**src/hw/rtl/akps_pkg.sv**
```systemverilog
// ----------------------------------------------------------------------------
// akps_pkg
// Shared types, register map and constants of the key ladder and pot scanner.
// ----------------------------------------------------------------------------
package akps_pkg;

	localparam int DEFAULT_BANKS = 4;

	// shared divider: dividend width and step counter width
	localparam int DIV_W     = 16;
	localparam int DIV_CNT_W = $clog2(DIV_W + 1);

	// APB register map
	localparam int ADDR_W = 5;
	localparam int DATA_W = 32;

	typedef enum logic [2:0] {
		REG_KEY_LEVEL_0    = 3'd0,
		REG_KEY_LEVEL_1    = 3'd1,
		REG_KEY_LEVEL_2    = 3'd2,
		REG_KEY_LEVEL_3    = 3'd3,
		REG_DEBOUNCE_COUNT = 3'd4,
		REG_LONG_PRESS     = 3'd5,
		REG_POT_LOW        = 3'd6,
		REG_POT_HIGH       = 3'd7
	} akps_reg_e;

	// key codes
	typedef logic [2:0] key_code_t;
	localparam key_code_t CODE_KEY_0   = 3'd0;
	localparam key_code_t CODE_KEY_1   = 3'd1;
	localparam key_code_t CODE_KEY_2   = 3'd2;
	localparam key_code_t CODE_KEY_3   = 3'd3;
	localparam key_code_t CODE_NONE    = 3'd4;
	localparam key_code_t CODE_UNKNOWN = 3'd5;

	// register reset values
	localparam logic [7:0]  KEY_LEVEL_0_RST    = 8'd32;
	localparam logic [7:0]  KEY_LEVEL_1_RST    = 8'd96;
	localparam logic [7:0]  KEY_LEVEL_2_RST    = 8'd160;
	localparam logic [7:0]  KEY_LEVEL_3_RST    = 8'd224;
	localparam logic [3:0]  DEBOUNCE_COUNT_RST = 4'd1;
	localparam logic [11:0] LONG_PRESS_RST     = 12'(3000 / 2);
	localparam logic [7:0]  POT_LOW_RST        = 8'd80;
	localparam logic [7:0]  POT_HIGH_RST       = 8'd255;

	typedef struct packed {
		logic [7:0]  key_level_0;
		logic [7:0]  key_level_1;
		logic [7:0]  key_level_2;
		logic [7:0]  key_level_3;
		logic [3:0]  debounce_count;
		logic [11:0] long_press_count;
		logic [7:0]  pot_low;
		logic [7:0]  pot_high;
	} akps_cfg_t;

	typedef struct packed {
		key_code_t confirmed_code;
		logic      long_flag;
		logic      event_flag;
	} akps_key_status_t;

	typedef struct packed {
		logic [7:0] sample;
		logic       clear_event;
	} akps_req_t;

	typedef struct packed {
		logic       processed_channel;
		logic [7:0] channel_average;
		logic [2:0] key_code;
		logic       key_long;
		logic       key_event;
		logic [7:0] pot_value;
		logic [7:0] pot_normalized;
	} akps_rsp_t;

	typedef enum logic [2:0] {
		ST_IDLE,
		ST_SUM,
		ST_AVG,
		ST_NORM_GO,
		ST_NORM_WAIT,
		ST_DONE
	} akps_state_e;

endpackage

```
**src/hw/rtl/adc_key_ladder_and_pot_scanner_unit.sv**
```systemverilog
// ----------------------------------------------------------------------------
// adc_key_ladder_and_pot_scanner_unit
// Key ladder and potentiometer scanner: bank averaging, debounce, long press
// and normalized pot value, normalization computed on one shared iterative
// divider.
// ----------------------------------------------------------------------------
//
//   channel   signals                                  role
//   -------   --------------------------------------   ---------------------
//   req       req_valid, req_ready, req_data           conversion word in
//   rsp       rsp_valid, rsp_ready, rsp_data           status word out
//   apb       psel, penable, pwrite, paddr, pwdata,    register access
//             prdata, pready
//
// A word is taken only in idle; its result is valid once the sequencer has
// summed the banks, formed the average (reciprocal multiply), run the divider
// over the 16-bit dividend for pot normalization, and passed its hand-offs.
// No new word is taken until the sequencer is back in idle after that.
// A finished result sits in the output register, so the next word is taken
// while rsp waits; a result that finds the register still full stalls in the
// last step. arst_n clears all control state, the sample store and registers.
// ----------------------------------------------------------------------------
module adc_key_ladder_and_pot_scanner_unit #(
	parameter int BANKS = akps_pkg::DEFAULT_BANKS
) (
	input  logic                      clk,
	input  logic                      arst_n,
	// conversion words
	input  logic                      req_valid,
	output logic                      req_ready,
	input  akps_pkg::akps_req_t       req_data,
	// result words
	output logic                      rsp_valid,
	input  logic                      rsp_ready,
	output akps_pkg::akps_rsp_t       rsp_data,
	// register port
	input  logic                      psel,
	input  logic                      penable,
	input  logic                      pwrite,
	input  logic [akps_pkg::ADDR_W-1:0] paddr,
	input  logic [akps_pkg::DATA_W-1:0] pwdata,
	output logic [akps_pkg::DATA_W-1:0] prdata,
	output logic                      pready
);
	import akps_pkg::*;

	localparam int BW    = (BANKS > 1) ? $clog2(BANKS) : 1;
	localparam int SUM_W = $clog2(255 * BANKS + 1);
	// floor(sum / BANKS) as (sum * AVG_MUL) >> AVG_SH, exact over the sum range
	localparam int AVG_SH  = SUM_W + $clog2(BANKS);
	localparam int AVG_MUL = ((1 << AVG_SH) + BANKS - 1) / BANKS;
	localparam int PROD_W  = SUM_W + AVG_SH;

	// ------------------------------------------------------------------
	// Register file
	// ------------------------------------------------------------------
	akps_cfg_t cfg_q;
	akps_reg_e reg_sel;
	logic      cfg_wr;

	assign pready  = 1'b1;
	assign reg_sel = akps_reg_e'(paddr[ADDR_W-1:2]);
	assign cfg_wr  = psel && penable && pwrite && pready;

	always_ff @(posedge clk or negedge arst_n) begin
		if (!arst_n) begin
			cfg_q.key_level_0      <= KEY_LEVEL_0_RST;
			cfg_q.key_level_1      <= KEY_LEVEL_1_RST;
			cfg_q.key_level_2      <= KEY_LEVEL_2_RST;
			cfg_q.key_level_3      <= KEY_LEVEL_3_RST;
			cfg_q.debounce_count   <= DEBOUNCE_COUNT_RST;
			cfg_q.long_press_count <= LONG_PRESS_RST;
			cfg_q.pot_low          <= POT_LOW_RST;
			cfg_q.pot_high         <= POT_HIGH_RST;
		end else if (cfg_wr) begin
			unique case (reg_sel)
				REG_KEY_LEVEL_0:    cfg_q.key_level_0      <= pwdata[7:0];
				REG_KEY_LEVEL_1:    cfg_q.key_level_1      <= pwdata[7:0];
				REG_KEY_LEVEL_2:    cfg_q.key_level_2      <= pwdata[7:0];
				REG_KEY_LEVEL_3:    cfg_q.key_level_3      <= pwdata[7:0];
				REG_DEBOUNCE_COUNT: cfg_q.debounce_count   <= pwdata[3:0];
				REG_LONG_PRESS:     cfg_q.long_press_count <= pwdata[11:0];
				REG_POT_LOW:        cfg_q.pot_low          <= pwdata[7:0];
				REG_POT_HIGH:       cfg_q.pot_high         <= pwdata[7:0];
			endcase
		end
	end

	// read back, zero-extended to the bus
	always_comb begin
		unique case (reg_sel)
			REG_KEY_LEVEL_0:    prdata = DATA_W'(cfg_q.key_level_0);
			REG_KEY_LEVEL_1:    prdata = DATA_W'(cfg_q.key_level_1);
			REG_KEY_LEVEL_2:    prdata = DATA_W'(cfg_q.key_level_2);
			REG_KEY_LEVEL_3:    prdata = DATA_W'(cfg_q.key_level_3);
			REG_DEBOUNCE_COUNT: prdata = DATA_W'(cfg_q.debounce_count);
			REG_LONG_PRESS:     prdata = DATA_W'(cfg_q.long_press_count);
			REG_POT_LOW:        prdata = DATA_W'(cfg_q.pot_low);
			REG_POT_HIGH:       prdata = DATA_W'(cfg_q.pot_high);
		endcase
	end

	// ------------------------------------------------------------------
	// Sequencer state and control
	// ------------------------------------------------------------------
	akps_state_e state_q, state_d;
	logic        accept;
	logic        sum_last;
	logic        div_start;
	logic        div_busy;
	logic        div_done;
	logic        load_out;
	logic [DIV_W-1:0] div_dividend;
	logic [7:0]  div_divisor;
	logic [DIV_W-1:0] div_quotient;

	logic             cur_ch_q;   // channel of the next word: 1 = pot
	logic [BW-1:0]    bank_q;
	logic             proc_ch_q;  // channel of the word in flight
	logic [BW-1:0]    sum_idx_q;
	logic [SUM_W-1:0] sum_q;
	logic [PROD_W-1:0] avg_prod;
	logic [7:0]       avg_val;
	logic [7:0]       avg_q;
	logic [7:0]       pot_q;
	logic [7:0]       norm_q;
	logic             rsp_valid_q;
	akps_rsp_t        rsp_q;

	logic [7:0] store_q [2][BANKS];

	akps_key_status_t key_status;

	// pot normalization operands: clamp, offset, times 255 as shift-subtract
	logic [7:0]       pot_clamped;
	logic [7:0]       pot_offset;
	logic [DIV_W-1:0] norm_dividend;
	logic             pot_degenerate;

	assign accept   = req_valid && req_ready;
	assign sum_last = sum_idx_q == BW'(BANKS - 1);

	always_comb begin
		state_d = state_q;
		unique case (state_q)
			ST_IDLE:      if (accept) state_d = ST_SUM;
			ST_SUM:       if (sum_last) state_d = ST_AVG;
			ST_AVG:       state_d = ST_NORM_GO;
			ST_NORM_GO:   state_d = ST_NORM_WAIT;
			ST_NORM_WAIT: if (div_done) state_d = ST_DONE;
			ST_DONE:      if (!rsp_valid_q || rsp_ready) state_d = ST_IDLE;
			default:      state_d = ST_IDLE;
		endcase
	end

	always_comb begin
		req_ready    = 1'b0;
		div_start    = 1'b0;
		load_out     = 1'b0;
		div_dividend = norm_dividend;
		div_divisor  = cfg_q.pot_high - cfg_q.pot_low;
		unique case (state_q)
			ST_IDLE:    req_ready = 1'b1;
			ST_NORM_GO: div_start = 1'b1;
			ST_DONE:    load_out = !rsp_valid_q || rsp_ready;
			default: ;
		endcase
	end

	always_ff @(posedge clk or negedge arst_n) begin
		if (!arst_n) begin
			state_q <= ST_IDLE;
		end else begin
			state_q <= state_d;
		end
	end

	// ------------------------------------------------------------------
	// Channel rotation and sample store
	// ------------------------------------------------------------------
	always_ff @(posedge clk or negedge arst_n) begin
		if (!arst_n) begin
			cur_ch_q  <= 1'b1;
			bank_q    <= '0;
			proc_ch_q <= 1'b0;
			for (int c = 0; c < 2; c++) begin
				for (int b = 0; b < BANKS; b++) begin
					store_q[c][b] <= '0;
				end
			end
		end else if (accept) begin
			store_q[cur_ch_q][bank_q] <= req_data.sample;
			proc_ch_q                 <= cur_ch_q;
			cur_ch_q                  <= ~cur_ch_q;
			// advance the bank after each key sample
			if (!cur_ch_q) begin
				bank_q <= (bank_q == BW'(BANKS - 1)) ? '0 : bank_q + 1'b1;
			end
		end
	end

	// ------------------------------------------------------------------
	// Bank sum, one entry per cycle
	// ------------------------------------------------------------------
	always_ff @(posedge clk) begin
		if (accept) begin
			sum_q     <= '0;
			sum_idx_q <= '0;
		end else if (state_q == ST_SUM) begin
			sum_q     <= sum_q + SUM_W'(store_q[proc_ch_q][sum_idx_q]);
			sum_idx_q <= sum_idx_q + 1'b1;
		end
	end

	// ------------------------------------------------------------------
	// Average and normalization results
	// ------------------------------------------------------------------
	assign avg_prod = PROD_W'(sum_q) * PROD_W'(AVG_MUL);
	assign avg_val  = avg_prod[AVG_SH +: 8];

	always_comb begin
		if (pot_q < cfg_q.pot_low)       pot_clamped = cfg_q.pot_low;
		else if (pot_q > cfg_q.pot_high) pot_clamped = cfg_q.pot_high;
		else                             pot_clamped = pot_q;
		pot_offset     = pot_clamped - cfg_q.pot_low;
		norm_dividend  = {pot_offset, 8'h00} - DIV_W'(pot_offset);
		pot_degenerate = cfg_q.pot_high <= cfg_q.pot_low;
	end

	always_ff @(posedge clk or negedge arst_n) begin
		if (!arst_n) begin
			pot_q <= '0;
		end else if (state_q == ST_AVG && proc_ch_q) begin
			pot_q <= avg_val;
		end
	end

	always_ff @(posedge clk) begin
		if (state_q == ST_AVG) begin
			avg_q <= avg_val;
		end
		if (state_q == ST_NORM_WAIT && div_done) begin
			// an empty or inverted pot range reads as zero
			norm_q <= pot_degenerate ? 8'd0 : div_quotient[7:0];
		end
	end

	// ------------------------------------------------------------------
	// Output register
	// ------------------------------------------------------------------
	always_ff @(posedge clk or negedge arst_n) begin
		if (!arst_n) begin
			rsp_valid_q <= 1'b0;
		end else if (load_out) begin
			rsp_valid_q <= 1'b1;
		end else if (rsp_ready) begin
			rsp_valid_q <= 1'b0;
		end
	end

	always_ff @(posedge clk) begin
		if (load_out) begin
			rsp_q.processed_channel <= proc_ch_q;
			rsp_q.channel_average   <= avg_q;
			rsp_q.key_code          <= key_status.confirmed_code;
			rsp_q.key_long          <= key_status.long_flag;
			rsp_q.key_event         <= key_status.event_flag;
			rsp_q.pot_value         <= pot_q;
			rsp_q.pot_normalized    <= norm_q;
		end
	end

	assign rsp_valid = rsp_valid_q;
	assign rsp_data  = rsp_q;

	// ------------------------------------------------------------------
	// Submodules
	// ------------------------------------------------------------------
	akps_key_debounce u_key (
		.clk         (clk),
		.arst_n      (arst_n),
		.step        (accept),
		.key_chan    (!cur_ch_q),
		.sample      (req_data.sample),
		.clear_event (req_data.clear_event),
		.cfg         (cfg_q),
		.status      (key_status)
	);

	akps_divider u_div (
		.clk      (clk),
		.arst_n   (arst_n),
		.start    (div_start),
		.dividend (div_dividend),
		.divisor  (div_divisor),
		.busy     (div_busy),
		.done     (div_done),
		.quotient (div_quotient)
	);

	// ------------------------------------------------------------------
	// Assertions
	// ------------------------------------------------------------------
	a_div_busy_in_wait: assert property (@(posedge clk) disable iff (!arst_n)
		div_busy |-> state_q == ST_NORM_WAIT)
		else $error("divider running outside the wait state");

	a_accept_starts_sum: assert property (@(posedge clk) disable iff (!arst_n)
		accept |=> state_q == ST_SUM)
		else $error("accepted word did not start the bank sum");

	a_pot_result_matches: assert property (@(posedge clk) disable iff (!arst_n)
		rsp_valid_q && rsp_q.processed_channel |->
			rsp_q.pot_value == rsp_q.channel_average)
		else $error("pot result value differs from its bank average");

	a_key_code_legal: assert property (@(posedge clk) disable iff (!arst_n)
		key_status.confirmed_code <= CODE_UNKNOWN)
		else $error("confirmed key code out of range");

endmodule

```
**src/hw/rtl/akps_divider.sv**
```systemverilog
// ----------------------------------------------------------------------------
// akps_divider
// Restoring divider, one quotient bit per cycle, shared by the sequencer.
// ----------------------------------------------------------------------------
module akps_divider (
	input  logic                      clk,
	input  logic                      arst_n,
	input  logic                      start,
	input  logic [akps_pkg::DIV_W-1:0] dividend,
	input  logic [7:0]                divisor,
	output logic                      busy,
	output logic                      done,
	output logic [akps_pkg::DIV_W-1:0] quotient
);
	import akps_pkg::*;

	logic [DIV_CNT_W-1:0] cnt_q;
	logic                 busy_q;
	logic                 done_q;
	logic [7:0]           rem_q;
	logic [7:0]           dvs_q;
	logic [DIV_W-1:0]     quo_q;
	logic [8:0]           trial;
	logic                 fits;

	assign trial = {rem_q, quo_q[DIV_W-1]};
	assign fits  = trial >= {1'b0, dvs_q};

	always_ff @(posedge clk or negedge arst_n) begin
		if (!arst_n) begin
			cnt_q  <= '0;
			busy_q <= 1'b0;
			done_q <= 1'b0;
		end else begin
			done_q <= 1'b0;
			if (start) begin
				cnt_q  <= DIV_CNT_W'(DIV_W);
				busy_q <= 1'b1;
			end else if (busy_q) begin
				cnt_q <= cnt_q - 1'b1;
				if (cnt_q == DIV_CNT_W'(1)) begin
					busy_q <= 1'b0;
					done_q <= 1'b1;
				end
			end
		end
	end

	// payload: remainder stays below the divisor, so eight bits hold it
	always_ff @(posedge clk) begin
		if (start) begin
			rem_q <= '0;
			dvs_q <= divisor;
			quo_q <= dividend;
		end else if (busy_q) begin
			rem_q <= fits ? 8'(trial - {1'b0, dvs_q}) : trial[7:0];
			quo_q <= {quo_q[DIV_W-2:0], fits};
		end
	end

	assign busy     = busy_q;
	assign done     = done_q;
	assign quotient = quo_q;

endmodule

```
**src/hw/rtl/akps_key_debounce.sv**
```systemverilog
// ----------------------------------------------------------------------------
// akps_key_debounce
// Threshold decode, debounce, long-press countdown and sticky event flag.
// ----------------------------------------------------------------------------
module akps_key_debounce (
	input  logic                       clk,
	input  logic                       arst_n,
	input  logic                       step,
	input  logic                       key_chan,
	input  logic [7:0]                 sample,
	input  logic                       clear_event,
	input  akps_pkg::akps_cfg_t        cfg,
	output akps_pkg::akps_key_status_t status
);
	import akps_pkg::*;

	key_code_t   code;
	key_code_t   pending_q, pending_d;
	key_code_t   confirmed_q, confirmed_d;
	logic [3:0]  deb_left_q, deb_left_d;
	logic [11:0] hold_left_q, hold_left_d;
	logic        long_q, long_d;
	logic        event_q, event_d;

	// highest threshold first; first match wins
	always_comb begin
		if (sample >= cfg.key_level_3)     code = CODE_NONE;
		else if (sample > cfg.key_level_2) code = CODE_KEY_3;
		else if (sample > cfg.key_level_1) code = CODE_KEY_2;
		else if (sample > cfg.key_level_0) code = CODE_KEY_1;
		else                               code = CODE_KEY_0;
	end

	always_comb begin
		pending_d   = pending_q;
		confirmed_d = confirmed_q;
		deb_left_d  = deb_left_q;
		hold_left_d = hold_left_q;
		long_d      = long_q;
		event_d     = clear_event ? 1'b0 : event_q;
		if (key_chan) begin
			if (code != pending_q) begin
				pending_d  = code;
				deb_left_d = cfg.debounce_count;
			end else if (deb_left_q != '0) begin
				deb_left_d = deb_left_q - 1'b1;
				if (deb_left_q == 4'd1) begin
					confirmed_d = pending_q;
					long_d      = 1'b0;
					event_d     = 1'b1;
					hold_left_d = (pending_q != CODE_NONE) ? cfg.long_press_count : '0;
				end
			end else if (hold_left_q != '0) begin
				hold_left_d = hold_left_q - 1'b1;
				if (hold_left_q == 12'd1) begin
					long_d  = 1'b1;
					event_d = 1'b1;
				end
			end
		end
	end

	always_ff @(posedge clk or negedge arst_n) begin
		if (!arst_n) begin
			pending_q   <= CODE_UNKNOWN;
			confirmed_q <= CODE_UNKNOWN;
			deb_left_q  <= '0;
			hold_left_q <= '0;
			long_q      <= 1'b0;
			event_q     <= 1'b0;
		end else if (step) begin
			pending_q   <= pending_d;
			confirmed_q <= confirmed_d;
			deb_left_q  <= deb_left_d;
			hold_left_q <= hold_left_d;
			long_q      <= long_d;
			event_q     <= event_d;
		end
	end

	assign status.confirmed_code = confirmed_q;
	assign status.long_flag      = long_q;
	assign status.event_flag     = event_q;

endmodule

```
**config.mk**
```make
export PLATFORM = sky130hd
export DESIGN_NAME = adc_key_ladder_and_pot_scanner_unit
export DESIGN_NICKNAME = d
export VERILOG_FILES = /design/src/hw/rtl/akps_pkg.sv /design/src/hw/rtl/adc_key_ladder_and_pot_scanner_unit.sv /design/src/hw/rtl/akps_divider.sv /design/src/hw/rtl/akps_key_debounce.sv
export SDC_FILE = /design/constraint.sdc
export NUM_CORES = 1
export LEC_CHECK = 0
export BUFFER_PORTS_ARGS = -buffer_cell sky130_fd_sc_hd__buf_2
export CORE_UTILIZATION = 55
export CTS_CLUSTER_DIAMETER = 60
export DETAILED_ROUTE_END_ITERATION = 10
export MAX_ROUTING_LAYER = met4
export PLACE_DENSITY = 0.74
export SETUP_SLACK_MARGIN = 0.5
export SLEW_MARGIN = 15
export SYNTH_ARGS = -nofsm -noshare
export SYNTH_HDL_FRONTEND = slang
export SYNTH_SLANG_ARGS = --single-unit
```
**constraint.sdc**
```tcl
create_clock -name clk -period 6.2 [get_ports clk]
set_input_delay 0.31 -clock clk [delete_from_list [all_inputs] [get_ports clk]]
set_output_delay 0.31 -clock clk [all_outputs]
set_load 0.1 [all_outputs]
```
==> results.yml <==
run_status:
  outcome: "complete, no violations"
floorplanning:
  coreArea_mm2: 0.0253
  die_w_um: 163
  dieArea_mm2: 0.0266
  ios: 118
  initial_utilization_pct: 56.4
  rows: 58
  die_y_um: 163
power_and_ir_drop:
  swShare_pct: 30.6
  power_frac_clock_pct: 37.1
  p_leak_nw: 7.21
  power.total_mw: 4.80
  ir_worst_vdd_v: 0.000308
  combPwrFrac_pct: 21.3
  power.density_mw_per_mm2: 302
  p_seq_share_pct: 41.6
  switching_power_mw: 1.47
  p_int_mw: 3.33
worst_setup_path:
  r2r-end: "u_div.quotient[8]"
  worst_ep_arrival_time_ps: 5080
  crit_type: "reg2reg"
  cpMaxStageDelayCell: "dfstp_2"
  path_cells: "inv_1 -> ha_1 -> a211oi_1 -> nor2_1 -> o31ai_1 -> buf_4 -> nand2_1 -> o211ai_1 -> o21ai_0 -> ha_1 -> fa_1 -> nor2b_1 -> o21ai_0 -> a21oi_1 -> nor2_1 -> nor3_1 -> and3_1 -> a21boi_0 -> o31a_1"
  worstPathRequired_ps: 6490
  timing.rr.start: "cfg_q[5]"
  worstSetupStartpointType: "register"
  worst-path-max-fanout: 14
  critPathCapture: "u_div.quotient[8]"
  ff2ff_path_depth: 19
  reg2reg_slack_ps: 1410
  cp_top_family: "compound AO/OA/AOI/OAI gates"
  critPathMaxStageDelay_ps: 550
  cp-startpoint: "cfg_q[5]"
  cp.depth: 19
  cp_num_buf_inv: 2
  cp-end-kind: "register"
detailed_routing:
  detail_route.wl_per_cell_um: 18.7
  drc: 0
  routed_via_density: 5.86
  num_vias: 10300
  wirelength_um: 32900
  antenna_left: 0
  drt_iter0_drc: 949
  dr.pass1.iters: 5
placed_design:
  hpwlAfterDp_um: 23000
  globalplace.congestion: 0.927
  place_inst: 1700
  place_area_mm2: 0.0148
  pre_cts_ws_ps: 1460
  io_buffer_count: 74
cells_and_area:
  final_cell_mix: "nand2_1 (155), dfrtp_1 (144), o21ai_0 (108)"
  final_common_cell: "nand2_1"
  synthToLayoutAreaGrowth_pct: 11.3
  final_cell_count_no_fill: 1761
  drive_gt1_share_pct: 20.6
  final_area_mm2: 0.0159
  antenna_cells: 0
  nets: 1554
  fin_util_pct: 62.8
clock_tree:
  cts-root-buf: "clkbuf_16"
  cts_tree: "built"
  numCtsBuffers: 30
  clock_sinks: 265
  hold_buffers: 5
  postCtsSetupRepairBufs: 0
  path_clk_slew_ps: 60
  htreeDepth: 1
  worstSkewPairLatency_ps: 560
  cts_resized: 0
  cts_buffer_depth: 3
logic_synthesis:
  async_reset_ff_share_pct: 66.0
  synth.avg_cell_area_um2: 10.7
  syn_area_mm2: 0.0143
  synth-seq-area-share_pct: 48.4
  synth_top_family_by_area: "compound AO/OA/AOI/OAI gates"
  yosys_warnings: 0
  synth-simple-area-share_pct: 12.0
  synth_compound_area_share_pct: 12.8
  synthMuxAreaShare_pct: 11.4
  synth_fa_ha_area_share_pct: 8.44
  ys_types: 78
  synth_xor_area_share_pct: 1.79
  syn_inst: 1337
  synth_top_flop_cell: "dfrtp_1"
  synth_edf_count: 70
  synth-seq-cells: 265
sta:
  slew_violations: 0
  finalSetupViolations: 0
  fin_skew_ps: 22.0
  tns_ps: 0
  worstMarginPinSlew_ps: 1080
  final-hold-violation-count: 0
  min_period_over_period_pct: 77.2
  fin_ws_ps: 1410
  finalCriticalPeriod_ps: 4790
  holdWs_ps: 60.1
  rsz0062_at_grt: "no"
  relSlewSlack_pct: 27.9
  max_clock_freq_mhz: 209
global_route:
  antenna_found_initial: 0
  grt_start_max_net_pins: 81
  overflow: 0
  grt_pass1_wl_um: 52900
  grt_usage_pct: 26.1
  grt_pass1_vias: 10200
min_path:
  hp-class: "in2reg"
flow_run:
  max_cap_violations: 0
## worst min path at each step
stage          startpoint           to  slack [ps]  cells after the start
2_1_floorplan      arst_n    bank_q[0]          10                      0
3_3_place_gp       arst_n  store_q[21]         390                      1
3_5_place_dp       arst_n  store_q[30]         390                      1
4_1_cts         rsp_ready    rsp_valid          30                      3
5_1_grt         pwdata[6]    cfg_q[38]          70                      3
6_report        rsp_ready    rsp_valid          60                      3
## per-layer routing
metal	wire length, um	GRT usage [%]	up-vias	share of wire [%]
met3	1730	3.86	72	5.3
met5	0	-	-	0
li1	-	-	4887	-
met1	14600	34.3	5035	44
met2	15500	41.2	320	47
met4	1060	9.05	0	3.2
## state kept, by name, summed over array words and instances, names as in the netlist, 3 cells and up
signal / cells
avg_q: 8
cfg_q: 64
norm_q: 8
pot_q: 8
rsp_data: 30
state_q: 3
store_q: 64
sum_q: 10
u_div.cnt_q: 5
u_div.dvs_q: 8
u_div.quotient: 16
u_div.rem_q: 8
u_key.confirmed_q: 3
u_key.deb_left_q: 4
u_key.hold_left_q: 12
u_key.pending_q: 3
## power by group through the flow
stage                     combinational (mW)  sequential, mW  clock, mW
after global placement                 0.983            2.02          0
after detailed placement                1.01            2.03          0
final                                   1.02            2.00       1.78
after CTS                               1.02            2.00       1.81
after global routing                    1.13            2.01       1.88
after floorplan                        0.798            2.00          0
## tightest hold or removal path, stage by stage
cell      delay [ps]
buf_2             90
nand2b_1         120
nand2_1           50
## synth_stat cells, types with 9 or more instances
master      n  area share, %
and2_1     13           0.57
o21ai_1    12           0.42
dfxtp_1    20            2.8
mux2i_1    19            1.3
nand2b_1   12           0.53
nor3_1     20           0.70
a31oi_1     9           0.39
and3_1     12           0.53
dfstp_2    31            5.7
a21oi_1    71            2.5
nand2_1   155            4.1
o211ai_1    9           0.47
clkbuf_1   34           0.89
buf_4      22            1.2
o31ai_1    10           0.53
xor2_1      9           0.55
a22oi_1     9           0.47
mux4_2     17            2.7
nand3_1    13           0.46
edfxtp_1   70             15
dfrtp_1   144             25
mux2_2     94            7.4
o21ai_0   108            3.8
ha_1       90            7.9
inv_1      82            2.2
nor2_1     79            2.1
xnor2_1    17            1.0
nor2b_1    21           0.92
nand4_1    12           0.53
## cells by family (layout without fill, tap and decap cells)
logic type | Yosys count | count (layout)
flip-flops | 265 | 265
adder cells (fa/ha/maj) | 94 | 94
AND/OR/NAND/NOR | 367 | 367
multiplexers | 130 | 130
AO/OA/AOI/OAI | 298 | 298
buffers and inverters | 154 | 229
XOR/XNOR | 27 | 27
other | 2 | 21
## area by class of cell
class,instances,area [um2]
multi-input combinational,937,6740
sequential,265,6920
inverter,84,315
tap,330,413
clock buffer,40,818
fill,1990,9430
timing repair buffer,89,502
clock inverter,16,191
Note: power is estimated with default switching activity, not from simulation.
